### src/rtl/srsl_pkg.sv
// ----------------------------------------------------------------------------
// srsl_pkg
// Shared types and constants of the sorted range symbol lookup block.
// ----------------------------------------------------------------------------
package srsl_pkg;

	localparam int DEF_TABLE_DEPTH = 1024;

	localparam int ADDR_W     = 32;
	localparam int IDX_W      = 10;
	localparam int CNT_W      = 11;
	localparam int CFG_IDX_W  = 1;
	localparam int CFG_DATA_W = 32;

	// configuration register indexes
	localparam logic [CFG_IDX_W-1:0] REG_FIXUP = 1'b0;
	localparam logic [CFG_IDX_W-1:0] REG_COUNT = 1'b1;

	// request commands
	localparam logic CMD_WRITE  = 1'b0;
	localparam logic CMD_LOOKUP = 1'b1;

	localparam logic [ADDR_W-1:0] RANGE_SLACK = 32'h0000_FFFF;

	// table read address select
	localparam logic [1:0] RD_LAST  = 2'd0;
	localparam logic [1:0] RD_FIRST = 2'd1;
	localparam logic [1:0] RD_NEXT  = 2'd2;

	typedef struct packed {
		logic              command;
		logic [IDX_W-1:0]  entry_index;
		logic [ADDR_W-1:0] entry_base;
		logic [ADDR_W-1:0] lookup_address;
	} in_item_t;

	typedef struct packed {
		logic              found;
		logic [IDX_W-1:0]  sym_slot;
		logic [ADDR_W-1:0] symbol_offset;
	} out_item_t;

	typedef struct packed {
		logic       wr_entry;
		logic       start;
		logic [1:0] rd_sel;
		logic       save_limit;
		logic       step;
		logic       set_hit;
		logic       set_miss;
		logic       load_out;
	} ctrl_cmd_t;

	typedef struct packed {
		logic n_zero;
		logic n_one;
		logic range_ok;
		logic bracket;
		logic last;
		logic out_free;
	} ctrl_sts_t;

endpackage

### src/rtl/srsl_ctrl.sv
// ----------------------------------------------------------------------------
// srsl_ctrl
// Sequencer of the table scan: range check, then one entry per cycle.
// ----------------------------------------------------------------------------
module srsl_ctrl (
	input  logic                  clk,
	input  logic                  arst_n,
	input  logic                  in_valid,
	input  logic                  in_command,
	output logic                  in_ready,
	input  srsl_pkg::ctrl_sts_t   sts,
	output srsl_pkg::ctrl_cmd_t   cmd
);

	localparam logic [2:0] ST_IDLE  = 3'd0;
	localparam logic [2:0] ST_LAST  = 3'd1;
	localparam logic [2:0] ST_FIRST = 3'd2;
	localparam logic [2:0] ST_SCAN  = 3'd3;
	localparam logic [2:0] ST_DONE  = 3'd4;

	logic [2:0] state_q;
	logic [2:0] state_d;

	always_comb begin
		cmd      = '0;
		cmd.rd_sel = srsl_pkg::RD_NEXT;
		in_ready = 1'b0;
		state_d  = state_q;
		unique case (state_q)
			ST_IDLE: begin
				in_ready = 1'b1;
				if (in_valid) begin
					if (in_command == srsl_pkg::CMD_WRITE) begin
						cmd.wr_entry = 1'b1;
					end else begin
						cmd.start  = 1'b1;
						cmd.rd_sel = srsl_pkg::RD_LAST;
						if (sts.n_zero) begin
							cmd.set_miss = 1'b1;
							state_d      = ST_DONE;
						end else begin
							state_d = ST_LAST;
						end
					end
				end
			end
			ST_LAST: begin
				// last base is on the read port, fetch the first one
				cmd.save_limit = 1'b1;
				cmd.rd_sel     = srsl_pkg::RD_FIRST;
				state_d        = ST_FIRST;
			end
			ST_FIRST: begin
				if (sts.n_one || !sts.range_ok) begin
					cmd.set_miss = 1'b1;
					state_d      = ST_DONE;
				end else begin
					cmd.step = 1'b1;
					state_d  = ST_SCAN;
				end
			end
			ST_SCAN: begin
				if (sts.bracket) begin
					cmd.set_hit = 1'b1;
					state_d     = ST_DONE;
				end else if (sts.last) begin
					cmd.set_miss = 1'b1;
					state_d      = ST_DONE;
				end else begin
					cmd.step = 1'b1;
				end
			end
			ST_DONE: begin
				if (sts.out_free) begin
					cmd.load_out = 1'b1;
					state_d      = ST_IDLE;
				end
			end
			default: begin
				state_d = ST_IDLE;
			end
		endcase
	end

	always_ff @(posedge clk or negedge arst_n) begin
		if (!arst_n) begin
			state_q <= ST_IDLE;
		end else begin
			state_q <= state_d;
		end
	end

endmodule

### config.mk
export PLATFORM = sky130hd
export DESIGN_NAME = srsl_ctrl
export DESIGN_NICKNAME = d
export VERILOG_FILES = /design/src/rtl/srsl_pkg.sv /design/src/rtl/srsl_ctrl.sv
export SDC_FILE = /design/constraint.sdc
export NUM_CORES = 1
export LEC_CHECK = 0
export CAP_MARGIN = 20
export CORE_AREA = 2 2 39 41
export CTS_CLUSTER_SIZE = 8
export DETAILED_ROUTE_END_ITERATION = 8
export DIE_AREA = 0 0 41 43
export DONT_BUFFER_PORTS = 1
export PLACE_DENSITY_LB_ADDON = 0.08
export SLEW_MARGIN = 20
export SYNTH_ARGS = -nofsm -noshare
export SYNTH_HDL_FRONTEND = slang
export SYNTH_SLANG_ARGS = --single-unit
### constraint.sdc
create_clock -name clk -period 1.4 [get_ports clk]
set_input_delay 0.14 -clock clk [delete_from_list [all_inputs] [get_ports clk]]
set_output_delay 0.14 -clock clk [all_outputs]
set_load 0.05 [all_outputs]
-- Yosys cells after proc, flatten, opt, wreduce, memory -nomap -nowiden
Index checks and enable logic that the tools add are counted.
- latch bits: 0
- output and inout bits: 10
- memories: 0
- logic and storage cells: 43
- input bits: 10
- ROM bits: 0
- register bits after elaboration: 3
- bits in writable memories: 0
- $add $sub $neg: 0
- $lt $le $gt $ge: 0
- div/mod/pow operators: 0
- reductions and logical operators: 4
- eq/ne operators: 8
- multiplexer cells: 30
- bitwise logic cells: 0
- multipliers: 0
- shift-type cells: 0
- operator list (cell ; number):
    3-bit two-way mux ; 8
    1-bit two-way mux ; 16
    3-bit case mux with 5 select lines ; 1
    3-bit by 2-bit equality test with 1-bit output (second input constant) ; 2
    2-bit inequality test (second input constant) ; 3
    4-bit two-way mux ; 1
    2-bit case mux with 2 select lines ; 1
    4-bit AND reduction ; 1
    3-bit by 1-bit equality test with 1-bit output (second input constant) ; 1
    3-bit equality test (second input constant) ; 1
    3-bit zero test ; 1
    3-bit inequality test (second input constant) ; 1
    1-bit case mux with 3 select lines ; 1
    2-bit two-way mux ; 1
    1-bit case mux with 2 select lines ; 1
    1-bit zero test ; 1
    1-bit logical OR ; 1

-- Depth between registers and ports, before layout
- depth in word-level cells: 4
- depth in mapped cells: 4
- depth with buffers taken out: 3

-- Worst setup path after synthesis
No wires, ideal clock.
- path kind: flip-flop to output port
- start point: reg state_q[0]
- end point: out cmd[8] (netlist name)
- stages on the path, launching flop included: 3
- arrival: 2.184 ns
- setup slack: -0.924 ns
- required time: 1.260 ns
- buffers on the path: 0
- cells stage by stage: dfrtp_1 nor3_1 and3b_1
- RTL lines (what ; line ; source):
    start: declaration ; srsl_ctrl.sv:21 ; logic [2:0] state_q;
    start signal: assignment ; srsl_ctrl.sv:89 ; state_q <= state_d;
    end: declaration ; srsl_ctrl.sv:12 ; output srsl_pkg::ctrl_cmd_t cmd

==> results.sh <==
export IMPL_start_util_pct=21.52
export IMPL_critical_path_top_delay_family="flip-flops"
export IMPL_hp_class="in -> reg"
export IMPL_async_flop_share_pct=100.0
export IMPL_dieArea_sq_um=1763
export IMPL_place_hpwl_um=719.6
export IMPL_relSlewSlack_pct=83.55
export IMPL_top_register="state_q"
export IMPL_yosys_top_cells_area="dfrtp_1, a21oi_1, nor2_1"
export IMPL_grt_pass1_wl_mm=1.607
export IMPL_rows=14
export IMPL_drtIter0Drc=7
export IMPL_grt_pass1_vias=365
export IMPL_drc=0
export IMPL_reg_top3="state_q: 3 flops"
export IMPL_outcome="complete, but fails checks"
export IMPL_antenna_left=0
export IMPL_clockPowerShare_pct=15.9
export IMPL_synth_largest_area_cell="dfrtp_1"
export IMPL_synth_most_common_cell="nor2_1"
export IMPL_yosys_warnings=0
export IMPL_fin_ws_ns=-0.1305
export IMPL_maxCapViolCount=0
export IMPL_syn_area_per_cell_sq_um=7.445
export IMPL_insertion_delay_ns=0.23
export IMPL_skew_ns=0.003031
export IMPL_total_power_uw=920.2
export IMPL_fin_util_pct=47.02
export IMPL_synth_edff_count=0
export IMPL_synth_net_count=50
export IMPL_arrival_ns=1.39
export IMPL_period_share_pct=109.3
export IMPL_drt_first_pass_iters=4
export IMPL_antenna_found_initial=0
export IMPL_p_comb_share_pct=68.1
export IMPL_htreeDepth=1
export IMPL_largest_reg_flops=3
export IMPL_finalHoldViolCount=0
export IMPL_ys_top_cells_by_count="nor2_1, a21oi_1, nand2_1"
export IMPL_fmax_mhz=653.4
export IMPL_area_growth_syn_to_layout_pct=118.5
export IMPL_port_buffers=0
export IMPL_die_y_um=43
export IMPL_critical_path_class="reg -> out"
export IMPL_worstReg2RegStart="state_q[1]$_DFFE_PN0P_"
export IMPL_p_int_uw=497.7
export IMPL_clockBufferDepth=2
export IMPL_crit_start="state_q[1]$_DFFE_PN0P_"
export IMPL_cts_root_buf="clkbuf_4"
export IMPL_ios=20
export IMPL_syn_inst=40
export IMPL_p_sw_uw=422.5
export IMPL_grt_start_max_net_pins=15
export IMPL_drive_gt1_share_pct=57.89
export IMPL_cp_required_ns=1.26
export IMPL_worstPathMaxFanout=4
export IMPL_synth_flop_cell="dfrtp_1"
export IMPL_gp_congestion=0.7306
export IMPL_path_cells="nand4b_1 -> a221oi_4 -> buf_12"
export IMPL_clk_pin_slew_ns=0.04
export IMPL_hold_start="sts[0]"
export IMPL_grt_use_total_pct=12.85
export IMPL_violations="negative setup slack"
export IMPL_yosysUniqueCellTypes=22
export IMPL_slew_viol_final=0
export IMPL_cts_made_buffers=3
export IMPL_clock_sinks=3
export IMPL_worstMarginPinSlew_ns=0.2433
export IMPL_core_sq_um=1384
export IMPL_vias=389
export IMPL_nets=68
export IMPL_ys_seq_area_share_pct=25.21
export IMPL_rsz0062_at_grt="true"
export IMPL_sw_frac_of_total_pct=45.91
export IMPL_max_stage_delay_ns=0.41
export IMPL_vias_per_cell=5.329
export IMPL_fin_tns_setup_ns=-0.3643
export IMPL_endpoint_kind="output port"
export IMPL_ir_drop_mv=0.6557
export IMPL_ys_ff_latch=3
export IMPL_post_drt_wl_per_cell_um=13.37
export IMPL_pwr_share_seq_pct=16.0
export IMPL_n_antenna_cell=0
export IMPL_cp_start_kind="flip-flop"
export IMPL_crit_buf_inv=1
export IMPL_leakage_uw=0.0002479
export IMPL_cpMaxStageDelayCell="dfrtp_1"
export IMPL_synth_area_sq_um=297.8
export IMPL_synth_top_area_share_pct=25.21
export IMPL_finalSetupViolCount=7
export IMPL_powerDensity_nw_per_um2=1414
export IMPL_overflow=0
export IMPL_tritoncts="yes"
export IMPL_wl_um=976
export IMPL_min_period_ns=1.531
export IMPL_die_width_um=41
## power groups by stage
stage / sequential, uW / clock (uW) / combinational (uW)
2_1_floorplan: 126 / 0 / 383
3_3_place_gp: 138 / 0 / 546
3_5_place_dp: 140 / 0 / 547
4_1_cts: 146 / 154 / 610
5_1_grt: 152 / 163 / 656
6_report: 147 / 147 / 627
## layout make-up
type	instances	area, sq um
tap	16	20.02
timing repair buffer	16	216.5
sequential	3	76.32
fill	129	733.2
clock buffer	4	26.28
multi-input combinational	34	311.5
## layer usage
layer | track usage (%) | routed length [um] | vias up
li1 | - | - | 183
met1 | 17.04 | 368 | 185
met2 | 19.06 | 510 | 21
met3 | 2.618 | 97 | 0
met4 | 6.000 | 0 | 0
met5 | 0 | 0 | -
## worst register-to-register path: stages (launching register included)
cell       delay (ns)
dfrtp_1          0.41
nand4b_1         0.27
buf_4            0.19
a2bb2oi_1        0.12
o32ai_1          0.22
## cell families (layout without fill, tap and decap cells)
logic type | after synthesis | after routing | share of synthesized area (%)
buf+inv | 3 | 20 | 5.460
simple gates | 26 | 26 | 51.26
compound gates | 8 | 8 | 18.07
flops | 3 | 3 | 25.21
## path summary, 6_finish.rpt
kind                       slack, ns                      to  cells past startpoint
min in group asynchronous       0.16  state_q[2]$_DFFE_PN0P_                      1
hold / removal                  0.01  state_q[2]$_DFFE_PN0P_                      1
setup / recovery               -0.13                  cmd[1]                      3
setup reg to reg                0.09  state_q[2]$_DFFE_PN0P_                      4
hold reg to reg                 0.59  state_q[0]$_DFFE_PN0P_                      1
max in group asynchronous       1.08  state_q[2]$_DFFE_PN0P_                      1
## repair_timing
| item | 4_1_cts | 5_1_grt |
|---|---|---|
| hold buffers | 1 | 0 |
| buffers inserted | 2 | 1 |
| endpoints found under the hold margin | 3 | 0 |
| pin swaps | 5 | 4 |
| resized for setup | 12 | 3 |
| endpoints found under the setup margin | 9 | 9 |
## stage by stage
step | setup slack (ns) | instances | hold WS (ns) | instance area (sq um)
after detailed placement | 0.08159 | 65 | -0.1555 | 526.8
after CTS | -0.1383 | 72 | 0.01022 | 626.9
final | -0.1305 | 73 | 0.01401 | 650.6
after global placement | 0.1151 | 65 | -0.1555 | 526.8
after global routing | -0.2022 | 73 | 0.01643 | 650.6
after floorplan | -0.08239 | 40 | -0.1556 | 357.8
## layout by cell type, fill, tap and decap left out, drive strengths merged
cell and count:
nor4bb 1, a21oi 4, nand4b 1, dlygate4sd3 1
nand2b 2, nor2 5, a221oi 1, o32ai 1
nand2 4, a2bb2oi 1, o21bai 1, buf 15
clkbuf 4, nor3b 2, nand3 1, or3b 1
nor3 3, and3b 2, nand3b 1, or3 1
and3 2, dfrtp 3
Power figures use the tool's default switching activity.
